`src/rtl/core/twr_pkg.sv`:
```
package twr_pkg;

    localparam int TS_W   = 40;
    localparam int ID_W   = 8;
    localparam int ACC_W  = 86;
    localparam int DEN_W  = 42;
    localparam int CNT_W  = 7;

    // micrometres per tick scaled by 2^32
    localparam logic [ACC_W-1:0] UM_SCALE = ACC_W'(64'd20150972848706);

    // frame types
    localparam logic [2:0] MSG_INIT   = 3'd0;
    localparam logic [2:0] MSG_REPLY1 = 3'd1;
    localparam logic [2:0] MSG_REPLY2 = 3'd2;
    localparam logic [2:0] MSG_REPORT = 3'd3;
    localparam logic [2:0] MSG_FAILED = 3'd4;

    // input operations
    localparam logic [1:0] OP_REQUEST = 2'd0;
    localparam logic [1:0] OP_TX_DONE = 2'd1;
    localparam logic [1:0] OP_FRAME   = 2'd2;
    localparam logic [1:0] OP_TICK    = 2'd3;

    // event codes
    localparam logic [2:0] EV_NONE     = 3'd0;
    localparam logic [2:0] EV_RANGE    = 3'd1;
    localparam logic [2:0] EV_REPORT   = 3'd2;
    localparam logic [2:0] EV_FAILED   = 3'd3;
    localparam logic [2:0] EV_UNEXP    = 3'd4;
    localparam logic [2:0] EV_MISMATCH = 3'd5;
    localparam logic [2:0] EV_TIMEOUT  = 3'd6;

    // configuration register indexes
    localparam logic [1:0] CFG_OWN_ID      = 2'd0;
    localparam logic [1:0] CFG_REPLY_DELAY = 2'd1;
    localparam logic [1:0] CFG_RESET_MS    = 2'd2;

    // stamp store slots
    localparam int S_INIT_TX = 0;
    localparam int S_INIT_RX = 1;
    localparam int S_R1_TX   = 2;
    localparam int S_R1_RX   = 3;
    localparam int S_R2_TX   = 4;
    localparam int S_R2_RX   = 5;

    typedef enum logic [1:0] {
        ST_IDLE,
        ST_RANGE,
        ST_OUT
    } ctrl_state_t;

    typedef enum logic [2:0] {
        PH_IDLE,
        PH_MUL_A,
        PH_MUL_B,
        PH_SUB,
        PH_DIV,
        PH_SCALE,
        PH_DONE
    } range_phase_t;

    typedef struct packed {
        logic            tx_request;
        logic [2:0]      tx_type;
        logic [ID_W-1:0] tx_target;
        logic            tx_delayed;
        logic [TS_W-1:0] tx_word_a;
        logic [TS_W-1:0] tx_word_b;
        logic [TS_W-1:0] tx_word_c;
        logic [2:0]      event_code;
        logic [31:0]     dist_um;
        logic [TS_W-1:0] tof_ticks;
    } result_t;

    typedef struct packed {
        logic        done;
        logic [TS_W-1:0] tof;
        logic [31:0] um;
    } range_status_t;

endpackage

```
`src/rtl/core/twr_range.sv`:
```
module twr_range (
    input  logic                    clk,
    input  logic                    rst_n,
    input  logic                    start,
    input  logic [twr_pkg::TS_W-1:0] round1,
    input  logic [twr_pkg::TS_W-1:0] round2,
    input  logic [twr_pkg::TS_W-1:0] reply1,
    input  logic [twr_pkg::TS_W-1:0] reply2,
    output twr_pkg::range_status_t  status
);
    import twr_pkg::*;

    range_phase_t     phase_reg, phase_next;
    logic [CNT_W-1:0] cnt_reg, cnt_next;
    logic [ACC_W-1:0] acc_reg, acc_next;
    logic [ACC_W-1:0] mcand_reg, mcand_next;
    logic [TS_W-1:0]  mplier_reg, mplier_next;
    logic [TS_W-1:0]  rp1_reg, rp1_next;
    logic [TS_W-1:0]  rp2_reg, rp2_next;
    logic [2*TS_W-1:0] pa_reg, pa_next;
    logic [2*TS_W-1:0] num_reg, num_next;
    logic [DEN_W-1:0] den_reg, den_next;
    logic [DEN_W-1:0] rem_reg, rem_next;
    logic [TS_W-1:0]  quo_reg, quo_next;

    // shared adder
    logic [ACC_W-1:0] add_a, add_b;
    logic             add_cin;
    logic [ACC_W:0]   add_sum;
    logic             add_carry;
    logic [ACC_W-1:0] acc_upd;
    logic [TS_W-1:0]  quo_upd;

    always_comb
    begin
        add_a   = '0;
        add_b   = '0;
        add_cin = 1'b0;
        case (phase_reg)
            PH_MUL_A, PH_MUL_B, PH_SCALE:
            begin
                add_a = acc_reg;
                add_b = mcand_reg;
            end
            PH_SUB:
            begin
                add_a   = ACC_W'(pa_reg);
                add_b   = ~ACC_W'(acc_reg[2*TS_W-1:0]);
                add_cin = 1'b1;
            end
            PH_DIV:
            begin
                add_a   = ACC_W'({rem_reg, num_reg[2*TS_W-1]});
                add_b   = ~ACC_W'(den_reg);
                add_cin = 1'b1;
            end
            default:
            begin
                add_a = '0;
            end
        endcase
    end

    assign add_sum   = {1'b0, add_a} + {1'b0, add_b} + (ACC_W+1)'(add_cin);
    assign add_carry = add_sum[ACC_W];
    assign acc_upd   = mplier_reg[0] ? add_sum[ACC_W-1:0] : acc_reg;
    assign quo_upd   = {quo_reg[TS_W-2:0], add_carry};

    // next phase
    always_comb
    begin
        phase_next = phase_reg;
        case (phase_reg)
            PH_IDLE:
                if (start)
                    phase_next = PH_MUL_A;
            PH_MUL_A:
                if (cnt_reg == CNT_W'(TS_W-1))
                    phase_next = PH_MUL_B;
            PH_MUL_B:
                if (cnt_reg == CNT_W'(TS_W-1))
                    phase_next = PH_SUB;
            PH_SUB:
                if (add_carry && den_reg != '0)
                    phase_next = PH_DIV;
                else
                    phase_next = PH_SCALE;
            PH_DIV:
                if (cnt_reg == CNT_W'(2*TS_W-1))
                    phase_next = PH_SCALE;
            PH_SCALE:
                if (cnt_reg == CNT_W'(TS_W-1))
                    phase_next = PH_DONE;
            PH_DONE:
                phase_next = PH_IDLE;
            default:
                phase_next = PH_IDLE;
        endcase
    end

    // datapath
    always_comb
    begin
        cnt_next    = cnt_reg;
        acc_next    = acc_reg;
        mcand_next  = mcand_reg;
        mplier_next = mplier_reg;
        rp1_next    = rp1_reg;
        rp2_next    = rp2_reg;
        pa_next     = pa_reg;
        num_next    = num_reg;
        den_next    = den_reg;
        rem_next    = rem_reg;
        quo_next    = quo_reg;
        case (phase_reg)
            PH_IDLE:
                if (start)
                begin
                    acc_next    = '0;
                    mcand_next  = ACC_W'(round1);
                    mplier_next = round2;
                    rp1_next    = reply1;
                    rp2_next    = reply2;
                    cnt_next    = '0;
                    den_next    = DEN_W'(round1) + DEN_W'(round2)
                                + DEN_W'(reply1) + DEN_W'(reply2);
                end
            PH_MUL_A, PH_MUL_B, PH_SCALE:
            begin
                acc_next    = acc_upd;
                mcand_next  = {mcand_reg[ACC_W-2:0], 1'b0};
                mplier_next = {1'b0, mplier_reg[TS_W-1:1]};
                cnt_next    = cnt_reg + 1'b1;
                if (cnt_reg == CNT_W'(TS_W-1))
                begin
                    cnt_next = '0;
                    if (phase_reg == PH_MUL_A)
                    begin
                        pa_next     = acc_upd[2*TS_W-1:0];
                        acc_next    = '0;
                        mcand_next  = ACC_W'(rp1_reg);
                        mplier_next = rp2_reg;
                    end
                end
            end
            PH_SUB:
            begin
                num_next = add_sum[2*TS_W-1:0];
                rem_next = '0;
                quo_next = '0;
                cnt_next = '0;
                if (!(add_carry && den_reg != '0))
                begin
                    // negative numerator or empty denominator
                    acc_next    = ACC_W'(64'h8000_0000);
                    mcand_next  = UM_SCALE;
                    mplier_next = '0;
                end
            end
            PH_DIV:
            begin
                rem_next = add_carry ? add_sum[DEN_W-1:0]
                                     : {rem_reg[DEN_W-2:0], num_reg[2*TS_W-1]};
                quo_next = quo_upd;
                num_next = {num_reg[2*TS_W-2:0], 1'b0};
                cnt_next = cnt_reg + 1'b1;
                if (cnt_reg == CNT_W'(2*TS_W-1))
                begin
                    cnt_next    = '0;
                    acc_next    = ACC_W'(64'h8000_0000);
                    mcand_next  = UM_SCALE;
                    mplier_next = quo_upd;
                end
            end
            default:
            begin
                cnt_next = cnt_reg;
            end
        endcase
    end

    always_ff @(posedge clk or negedge rst_n)
    begin
        if (!rst_n)
        begin
            phase_reg <= PH_IDLE;
            cnt_reg   <= '0;
        end
        else
        begin
            phase_reg <= phase_next;
            cnt_reg   <= cnt_next;
        end
    end

    always_ff @(posedge clk)
    begin
        acc_reg    <= acc_next;
        mcand_reg  <= mcand_next;
        mplier_reg <= mplier_next;
        rp1_reg    <= rp1_next;
        rp2_reg    <= rp2_next;
        pa_reg     <= pa_next;
        num_reg    <= num_next;
        den_reg    <= den_next;
        rem_reg    <= rem_next;
        quo_reg    <= quo_next;
    end

    // outputs
    always_comb
    begin
        status.done = (phase_reg == PH_DONE);
        status.tof  = quo_reg;
        status.um   = (acc_reg[ACC_W-1:64] != '0) ? 32'hFFFF_FFFF : acc_reg[63:32];
    end

endmodule

```
`src/rtl/core/two_way_ranging_protocol_engine_core.sv`:
```
// Double-sided two-way ranging engine. One event is taken per transfer on the
// input channel (request, transmit done, received frame, millisecond tick) and
// yields at most one result transfer: a transmit command and/or an event code.
// An event without a result leaves the input ready. An event with a result shows it
// the cycle after acceptance. A REPLY2 that completes an exchange first runs the
// time-of-flight arithmetic on one shared 86-bit adder: two 40-step shift-add
// products, one subtract, an 80-step restoring divide and a 40-step scale to
// micrometres, then a done phase (no divide for a negative numerator or zero
// denominator). The input stalls from acceptance until the result
// is taken. Configuration writes are always ready and should happen while idle.
module two_way_ranging_protocol_engine_core (
    input  logic                     clk,
    input  logic                     rst_n,
    // configuration
    input  logic                     cfg_valid,
    output logic                     cfg_ready,
    input  logic [1:0]               cfg_index,
    input  logic [twr_pkg::TS_W-1:0] cfg_data,
    // input events
    input  logic                     in_valid,
    output logic                     in_stall,
    input  logic [1:0]               operation,
    input  logic [2:0]               msg_type,
    input  logic [twr_pkg::ID_W-1:0] sender_id,
    input  logic [twr_pkg::ID_W-1:0] target_id,
    input  logic [twr_pkg::TS_W-1:0] stamp,
    input  logic [twr_pkg::TS_W-1:0] payload_a,
    input  logic [twr_pkg::TS_W-1:0] payload_b,
    input  logic [twr_pkg::TS_W-1:0] payload_c,
    input  logic [twr_pkg::ID_W-1:0] requested_peer,
    // results
    output logic                     out_valid,
    input  logic                     out_stall,
    output logic                     tx_request,
    output logic [2:0]               tx_type,
    output logic [twr_pkg::ID_W-1:0] tx_target,
    output logic                     tx_delayed,
    output logic [twr_pkg::TS_W-1:0] tx_word_a,
    output logic [twr_pkg::TS_W-1:0] tx_word_b,
    output logic [twr_pkg::TS_W-1:0] tx_word_c,
    output logic [2:0]               event_code,
    output logic [31:0]              dist_um,
    output logic [twr_pkg::TS_W-1:0] tof_ticks
);
    import twr_pkg::*;

    // configuration registers
    logic [ID_W-1:0] own_id_reg;
    logic [TS_W-1:0] reply_delay_reg;
    logic [15:0]     reset_ms_reg;

    // protocol state
    ctrl_state_t     state_reg, state_next;
    logic [2:0]      exp_reg, exp_next;
    logic [2:0]      last_tx_reg, last_tx_next;
    logic [ID_W-1:0] partner_reg, partner_next;
    logic [ID_W-1:0] pend_reg, pend_next;
    logic            failed_reg, failed_next;
    logic [15:0]     idle_reg, idle_next;

    // stamp store, written per slot, no reset
    logic [TS_W-1:0] stamp_reg [6];
    logic [5:0]      st_we;
    logic [TS_W-1:0] st_wd [6];

    result_t         res_reg, res_next, res;
    logic            accept;
    logic            res_valid;
    logic            need_range;
    logic            restart;
    logic [2:0]      restart_ev;
    logic [31:0]     restart_range;
    logic [15:0]     idle_inc;
    logic [TS_W-1:0] delayed_stamp;
    logic [TS_W-1:0] round1, round2, reply1, reply2;
    range_status_t   rstat;

    assign cfg_ready = 1'b1;
    assign accept    = in_valid && !in_stall;
    assign in_stall  = (state_reg != ST_IDLE);
    assign out_valid = (state_reg == ST_OUT);

    assign delayed_stamp = stamp + reply_delay_reg;
    assign idle_inc      = (idle_reg == 16'hFFFF) ? idle_reg : idle_reg + 16'd1;

    // interval differences, modulo the stamp width
    assign round1 = payload_b - payload_a;
    assign reply1 = stamp_reg[S_R1_TX] - stamp_reg[S_INIT_RX];
    assign round2 = stamp - stamp_reg[S_R1_TX];
    assign reply2 = payload_c - payload_b;

    // event decode
    always_comb
    begin
        exp_next      = exp_reg;
        last_tx_next  = last_tx_reg;
        partner_next  = partner_reg;
        pend_next     = pend_reg;
        failed_next   = failed_reg;
        idle_next     = idle_reg;
        res_valid     = 1'b0;
        need_range    = 1'b0;
        restart       = 1'b0;
        restart_ev    = EV_NONE;
        restart_range = '0;
        res           = '0;
        st_we         = '0;
        for (int i = 0; i < 6; i++)
        begin
            st_wd[i] = stamp;
        end

        if (accept)
        begin
            case (operation)
                OP_REQUEST:
                    pend_next = requested_peer;
                OP_TX_DONE:
                begin
                    case (last_tx_reg)
                        MSG_INIT:
                        begin
                            st_we[S_INIT_TX] = 1'b1;
                            idle_next        = '0;
                        end
                        MSG_REPLY1:
                        begin
                            st_we[S_R1_TX] = 1'b1;
                            idle_next      = '0;
                        end
                        MSG_REPLY2:
                        begin
                            st_we[S_R2_TX] = 1'b1;
                            idle_next      = '0;
                        end
                        MSG_REPORT, MSG_FAILED:
                        begin
                            exp_next  = MSG_INIT;
                            idle_next = '0;
                        end
                        default:
                            idle_next = idle_reg;
                    endcase
                end
                OP_TICK:
                begin
                    idle_next = idle_inc;
                    if (idle_inc > reset_ms_reg)
                    begin
                        restart    = 1'b1;
                        restart_ev = EV_TIMEOUT;
                    end
                end
                default:
                begin
                    // received frame, handled only when addressed to us
                    if (target_id == own_id_reg)
                    begin
                        if (msg_type != exp_reg && msg_type != MSG_INIT
                            && !(msg_type == MSG_FAILED && exp_reg == MSG_REPORT))
                        begin
                            exp_next       = MSG_INIT;
                            res_valid      = 1'b1;
                            res.event_code = EV_UNEXP;
                        end
                        else if ((msg_type == MSG_REPLY1 || msg_type == MSG_REPLY2
                                  || msg_type == MSG_REPORT) && sender_id != partner_reg)
                        begin
                            failed_next    = 1'b1;
                            res_valid      = 1'b1;
                            res.event_code = EV_MISMATCH;
                        end
                        else
                        begin
                            case (msg_type)
                                MSG_INIT:
                                begin
                                    partner_next     = sender_id;
                                    failed_next      = 1'b0;
                                    st_we[S_INIT_RX] = 1'b1;
                                    last_tx_next     = MSG_REPLY1;
                                    exp_next         = MSG_REPLY2;
                                    idle_next        = '0;
                                    res_valid        = 1'b1;
                                    res.tx_request   = 1'b1;
                                    res.tx_type      = MSG_REPLY1;
                                    res.tx_target    = sender_id;
                                    res.tx_delayed   = 1'b1;
                                end
                                MSG_REPLY1:
                                begin
                                    st_we[S_R1_RX] = 1'b1;
                                    st_we[S_R2_TX] = 1'b1;
                                    st_wd[S_R2_TX] = delayed_stamp;
                                    last_tx_next   = MSG_REPLY2;
                                    exp_next       = MSG_REPORT;
                                    idle_next      = '0;
                                    res_valid      = 1'b1;
                                    res.tx_request = 1'b1;
                                    res.tx_type    = MSG_REPLY2;
                                    res.tx_target  = partner_reg;
                                    res.tx_delayed = 1'b1;
                                    res.tx_word_a  = stamp_reg[S_INIT_TX];
                                    res.tx_word_b  = stamp;
                                    res.tx_word_c  = delayed_stamp;
                                end
                                MSG_REPLY2:
                                begin
                                    st_we[S_R2_RX] = 1'b1;
                                    exp_next       = MSG_INIT;
                                    idle_next      = '0;
                                    res.tx_request = 1'b1;
                                    res.tx_target  = partner_reg;
                                    if (!failed_reg)
                                    begin
                                        st_we[S_INIT_TX] = 1'b1;
                                        st_wd[S_INIT_TX] = payload_a;
                                        st_we[S_R1_RX]   = 1'b1;
                                        st_wd[S_R1_RX]   = payload_b;
                                        st_we[S_R2_TX]   = 1'b1;
                                        st_wd[S_R2_TX]   = payload_c;
                                        last_tx_next     = MSG_REPORT;
                                        need_range       = 1'b1;
                                        res.tx_type      = MSG_REPORT;
                                        res.event_code   = EV_RANGE;
                                    end
                                    else
                                    begin
                                        last_tx_next = MSG_FAILED;
                                        res_valid    = 1'b1;
                                        res.tx_type  = MSG_FAILED;
                                    end
                                end
                                MSG_REPORT:
                                begin
                                    restart       = 1'b1;
                                    restart_ev    = EV_REPORT;
                                    restart_range = (payload_a[TS_W-1:32] != '0)
                                                  ? 32'hFFFF_FFFF : payload_a[31:0];
                                end
                                default:
                                begin
                                    restart    = 1'b1;
                                    restart_ev = EV_FAILED;
                                end
                            endcase
                        end
                    end
                end
            endcase

            // restart the exchange, then open a new one if a peer is waiting
            if (restart)
            begin
                exp_next       = MSG_INIT;
                idle_next      = '0;
                res_valid      = 1'b1;
                res.event_code = restart_ev;
                res.dist_um    = restart_range;
                if (pend_reg != '0)
                begin
                    partner_next   = pend_reg;
                    pend_next      = '0;
                    last_tx_next   = MSG_INIT;
                    exp_next       = MSG_REPLY1;
                    res.tx_request = 1'b1;
                    res.tx_type    = MSG_INIT;
                    res.tx_target  = pend_reg;
                end
            end
        end
    end

    // next state
    always_comb
    begin
        state_next = state_reg;
        case (state_reg)
            ST_IDLE:
                if (need_range)
                    state_next = ST_RANGE;
                else if (res_valid)
                    state_next = ST_OUT;
            ST_RANGE:
                if (rstat.done)
                    state_next = ST_OUT;
            ST_OUT:
                if (!out_stall)
                    state_next = ST_IDLE;
            default:
                state_next = ST_IDLE;
        endcase
    end

    // result register load
    always_comb
    begin
        res_next = res_reg;
        case (state_reg)
            ST_IDLE:
                if (accept)
                    res_next = res;
            ST_RANGE:
                if (rstat.done)
                begin
                    res_next.tx_word_a = TS_W'(rstat.um);
                    res_next.dist_um   = rstat.um;
                    res_next.tof_ticks = rstat.tof;
                end
            default:
                res_next = res_reg;
        endcase
    end

    twr_range u_range (
        .clk    (clk),
        .rst_n  (rst_n),
        .start  (need_range),
        .round1 (round1),
        .round2 (round2),
        .reply1 (reply1),
        .reply2 (reply2),
        .status (rstat)
    );

    always_ff @(posedge clk or negedge rst_n)
    begin
        if (!rst_n)
        begin
            own_id_reg      <= '0;
            reply_delay_reg <= '0;
            reset_ms_reg    <= 16'd250;
            state_reg       <= ST_IDLE;
            exp_reg         <= MSG_INIT;
            last_tx_reg     <= MSG_INIT;
            partner_reg     <= '0;
            pend_reg        <= '0;
            failed_reg      <= 1'b0;
            idle_reg        <= '0;
        end
        else
        begin
            if (cfg_valid && cfg_ready)
            begin
                case (cfg_index)
                    CFG_OWN_ID:      own_id_reg      <= cfg_data[ID_W-1:0];
                    CFG_REPLY_DELAY: reply_delay_reg <= cfg_data;
                    CFG_RESET_MS:    reset_ms_reg    <= cfg_data[15:0];
                    default:         reset_ms_reg    <= reset_ms_reg;
                endcase
            end
            state_reg   <= state_next;
            exp_reg     <= exp_next;
            last_tx_reg <= last_tx_next;
            partner_reg <= partner_next;
            pend_reg    <= pend_next;
            failed_reg  <= failed_next;
            idle_reg    <= idle_next;
        end
    end

    always_ff @(posedge clk)
    begin
        res_reg <= res_next;
        for (int i = 0; i < 6; i++)
        begin
            if (st_we[i])
                stamp_reg[i] <= st_wd[i];
        end
    end

    assign tx_request = res_reg.tx_request;
    assign tx_type    = res_reg.tx_type;
    assign tx_target  = res_reg.tx_target;
    assign tx_delayed = res_reg.tx_delayed;
    assign tx_word_a  = res_reg.tx_word_a;
    assign tx_word_b  = res_reg.tx_word_b;
    assign tx_word_c  = res_reg.tx_word_c;
    assign event_code = res_reg.event_code;
    assign dist_um    = res_reg.dist_um;
    assign tof_ticks  = res_reg.tof_ticks;

endmodule

```
`config.mk`:
```
export PLATFORM = sky130hd
export DESIGN_NAME = two_way_ranging_protocol_engine_core
export DESIGN_NICKNAME = d
export VERILOG_FILES = /design/src/rtl/core/twr_pkg.sv /design/src/rtl/core/twr_range.sv /design/src/rtl/core/two_way_ranging_protocol_engine_core.sv
export SDC_FILE = /design/constraint.sdc
export NUM_CORES = 2
export LEC_CHECK = 0
export BUFFER_PORTS_ARGS = -buffer_cell sky130_fd_sc_hd__buf_2
export CAP_MARGIN = 20
export CORE_MARGIN = 2
export CORE_UTILIZATION = 43
export CTS_BUF_LIST = sky130_fd_sc_hd__clkbuf_4 sky130_fd_sc_hd__clkbuf_8
export DETAILED_ROUTE_END_ITERATION = 12
export SYNTH_ARGS = -nofsm -noshare
export SYNTH_HDL_FRONTEND = slang
export SYNTH_HIERARCHICAL = 1
export SYNTH_SLANG_ARGS = --single-unit
```
`constraint.sdc`:
```
create_clock -name clk -period 22.8 [get_ports clk]
set_input_delay 1.14 -clock clk [delete_from_list [all_inputs] [get_ports clk]]
set_output_delay 1.14 -clock clk [all_outputs]
set_load 0.03 [all_outputs]
```
==> results.toml <==
[sta]
final.setup_skew_ns = 0.0588
setup_tns_ns = 0
worst-slew-pin-transition_ns = 1.07
fmax_ghz = 0.131
final_period_minus_worst_setup_slack_ns = 7.62
maxSlewViolCount = 0
setup_repair_after_global_routing_missed_its_margin = "false"
final.period_utilization_pct = 33.4
relSlewSlack_pct = 28.8
setup_violations = 0
final_hold_viols = 0

[clock_network]
post_cts_buffers = 0
clock_tree_root_buffer_cell = "sky130_fd_sc_hd__clkbuf_8"
tritoncts.num_buffers = 182
cts-resized-gates = 0
cts_tree = "done"
cts_max_level = 4
hold_bufs_at_cts = 0
total_clock_sinks = 1018
worstSkewPairLatency_ns = 0.94
cts.path.max_buffers = 3
worst_setup_hold_path_clk_slew_ns = 0.06

[worst_setup_path]
max_stage_delay_ns = 0.74
critical_path.most_common_cell = "sky130_fd_sc_hd__fa_1"
worst_setup_path_end_kind = "flip-flop"
worst_case_register_to_register_setup_slack_ns = 15.18
rr_worst_depth = 19
worstSetupStartpointType = "flip-flop"
path_delay_family = "buffers and inverters"
critical_path.reg2reg.startpoint = "u_range/phase_reg[1]$_DFFE_PN0P_"
crit_reg_reg_endpoint = "u_range/mplier_reg[24]$_DFFE_PP_"
cp_data_arrival_time_ns = 8.13
cp_cell_sequence = "nor2b_1 -> nand2_2 -> buf_4 -> nand2_4 -> clkinv_1 -> fa_1 -> inv_1 -> fa_1 -> a21oi_1 -> nor2_1 -> o21ai_1 -> a211oi_2 -> nor3_2 -> nor4_4 -> o31ai_2 -> a31oi_4 -> o31a_1 -> a211oi_4 -> buf_12"
critical_path_buf_inv_count = 4
worstSetupPathDepth = 19
cp_max_fo = 156
timing_worst_setup_path_type = "flip-flop to flip-flop"
cp.required_ns = 23.31
worstSetupStartpoint = "u_range/phase_reg[1]$_DFFE_PN0P_"
critical_path.slowest_cell = "sky130_fd_sc_hd__nand2_4"

[floorplanning]
die_height_um = 389
initial_core_util_pct = 43.3
rows = 141
chipWidth_um = 389
pin_count = 447
core_sq_um = 147000
floorplan.die_area_sq_um = 152000

[global_route]
global_route.overflow_total = 0
grt_max_degree = 157
grt_pass1_wl_um = 321000
grt_antenna_before_repair = 37
grtUsageTotal_pct = 28.2
first_global_vias = 49900

[routing]
dr_total_vias = 51200
detail_route.first_pass.iterations = 6
drtAntennaViolNets = 0
drt-total-wl_um = 219000
detail_route.vias_per_cell = 5.86
routed_wire_length_per_instance_um = 25.1
post-route-drc-count = 0
initialDrtViolationCount = 4717

[layout]
max_ffs_per_register = 120
layout-area-overhead-vs-synth_pct = 12.2
finalCoreUtilization_pct = 48.6
finalNetCount = 7329
drive_gt1_share_pct = 15.1

[power_and_ir_drop]
irDropWorstVdd_v = 0.0000540
cellPowerDensity_nw_per_um2 = 73.3
leakagePower_nw = 28.7

[yosys]
ys_async_sr_fraction_pct = 11.2
syn-instance-count = 6275
postSynthAreaPerCell_sq_um = 10.2
synth.lib_cells_used.distinct = 101
synth.ff_latch_count = 1018
synth_enable_flop_cells = 904
ys_dominant_reg_cell = "sky130_fd_sc_hd__edfxtp_1"
post_synthesis_sequential_area_ratio_pct = 47.0
yosysWarnings = 6
synth_area_sq_um = 63800
mappedNetlistNets = 6942

[place]
port_buffers = 445
hpwlAfterDp_um = 162000
finalWeightedCongestion = 0.987

[flow_run]
max_cap_viol = 0

[run_status]
status = "complete, no violations"

[min_path]
hp-class = "input port to async pin"
-- cell type report --
class	instances	area (sq um)
fill	13800	75900
multi-input combinational	4637	31600
sequential	1018	30000
clock buffer	244	3060
timing repair buffer	501	2690
tap	1930	2410
inverter	322	1220
clock inverter	76	626
antenna	11	27.5
-- cell usage in the layout (no fill, tap or decap), types with 62 or more instances in the layout --
master,Yosys,routed
sky130_fd_sc_hd__nor2b_1,65,64
sky130_fd_sc_hd__o21ai_1,108,107
sky130_fd_sc_hd__inv_1,320,319
sky130_fd_sc_hd__a21o_1,162,162
sky130_fd_sc_hd__nand3_1,194,193
sky130_fd_sc_hd__a21oi_1,421,420
sky130_fd_sc_hd__o22ai_1,73,73
sky130_fd_sc_hd__and2_1,218,214
sky130_fd_sc_hd__fa_1,87,87
sky130_fd_sc_hd__mux2i_1,80,80
sky130_fd_sc_hd__buf_2,20,445
sky130_fd_sc_hd__xnor2_1,203,203
sky130_fd_sc_hd__dfrtp_1,108,106
sky130_fd_sc_hd__nand2_1,770,764
sky130_fd_sc_hd__mux2_2,148,148
sky130_fd_sc_hd__nand2b_1,75,75
sky130_fd_sc_hd__clkbuf_8,0,197
sky130_fd_sc_hd__nor2_1,388,381
sky130_fd_sc_hd__xor2_1,105,105
sky130_fd_sc_hd__a31oi_1,66,66
sky130_fd_sc_hd__and3_1,108,108
sky130_fd_sc_hd__o21ai_0,242,242
sky130_fd_sc_hd__o21a_1,62,62
sky130_fd_sc_hd__ha_1,344,344
sky130_fd_sc_hd__edfxtp_1,904,904
sky130_fd_sc_hd__nand4_1,81,81
sky130_fd_sc_hd__nor3_1,69,69
-- where the power goes --
part	internal [mW]	switching [mW]
combinational	0.531	0.788
clock	0.957	0.824
sequential	2.12	0.0265
total	3.61	1.64
-- layer usage --
layer  global-route usage (%)  vias to the layer above  wire (um)
met1                     38.2                    25100      94500
met5                        0                        -        286
li1                         -                    23700          -
met3                     6.82                      371      18700
met4                     10.2                       44       8100
met2                     43.8                     1959      97400
-- worst max path at each step --
stage | to | slack, ns
final | u_range/mplier_reg[24]$_DFFE_PP_ | 15.18
after global routing | u_range/mcand_reg[27]$_DFFE_PP_ | 14.88
after CTS | u_range/mcand_reg[68]$_DFFE_PP_ | 15.20
after detailed placement | u_range/den_reg[41]$_DFFE_PP_ | 15.16
after global placement | u_range/den_reg[37]$_DFFE_PP_ | 15.18
after floorplan | u_range/acc_reg[0]$_DFFE_PP_ | 5.96
-- per-stage QoR --
stage / std cells / hold WS [ns] / setup WS (ns) / cell area [sq um] / total power [mW]
floorplan: 6275 / 0.468 / 5.96 / 63800 / 3.12
global placement: 8404 / 0.486 / 15.18 / 67800 / 3.47
detailed placement: 8404 / 0.492 / 15.16 / 67800 / 3.48
CTS: 8724 / 0.216 / 15.20 / 71500 / 5.27
global route: 8730 / 0.281 / 14.88 / 71600 / 5.49
finish: 8739 / 0.269 / 15.18 / 71600 / 5.25
-- Yosys cell counts, drive strengths merged (55+ instances only) --
library cell | number | area [sq um]
edfxtp | 904 | 27100
nand2 | 770 | 2890
a21oi | 422 | 2120
nor2 | 388 | 1460
o21ai | 353 | 1790
ha | 344 | 4300
inv | 321 | 1200
clkbuf | 248 | 936
and2 | 219 | 1370
xnor2 | 203 | 1780
nand3 | 194 | 971
a21o | 162 | 1220
mux2 | 148 | 1670
and3 | 108 | 676
dfrtp | 108 | 2700
xor2 | 105 | 920
fa | 87 | 1740
nand4 | 81 | 507
mux2i | 80 | 801
nand2b | 75 | 469
o22ai | 73 | 457
nor3 | 71 | 365
a31oi | 69 | 459
nor2b | 66 | 420
o21a | 62 | 465
a22o | 58 | 508
o211ai | 55 | 413
-- worst register-to-register path, cell delays in order, from the launching register on --
cell	delay, ns
sky130_fd_sc_hd__dfrtp_2	0.73
sky130_fd_sc_hd__nor2b_1	0.33
sky130_fd_sc_hd__nand2_2	0.08
sky130_fd_sc_hd__buf_4	0.57
sky130_fd_sc_hd__nand2_4	0.76
sky130_fd_sc_hd__clkinv_1	0.52
sky130_fd_sc_hd__fa_1	0.30
sky130_fd_sc_hd__inv_1	0.08
sky130_fd_sc_hd__fa_1	0.46
sky130_fd_sc_hd__a21oi_1	0.18
sky130_fd_sc_hd__nor2_1	0.09
sky130_fd_sc_hd__o21ai_1	0.44
sky130_fd_sc_hd__a211oi_2	0.16
sky130_fd_sc_hd__nor3_2	0.42
sky130_fd_sc_hd__nor4_4	0.10
sky130_fd_sc_hd__o31ai_2	0.37
sky130_fd_sc_hd__a31oi_4	0.21
sky130_fd_sc_hd__o31a_1	0.23
sky130_fd_sc_hd__a211oi_4	0.31
sky130_fd_sc_hd__buf_12	0.74
-- cell families (layout without fill, tap and decap cells) --
group	Yosys count	in the layout	share of synthesized area, %
AO/OA/AOI/OAI	1596	1596	16.3
XOR/XNOR	308	308	4.23
adder cells (fa/ha/maj)	431	431	9.47
buffers and inverters	620	1143	3.76
flip-flops	1018	1018	47.0
multiplexers	228	228	3.87
other	1	12	0.00587
AND/OR/NAND/NOR	2073	2073	15.4
(Power assumes the default switching activity.)
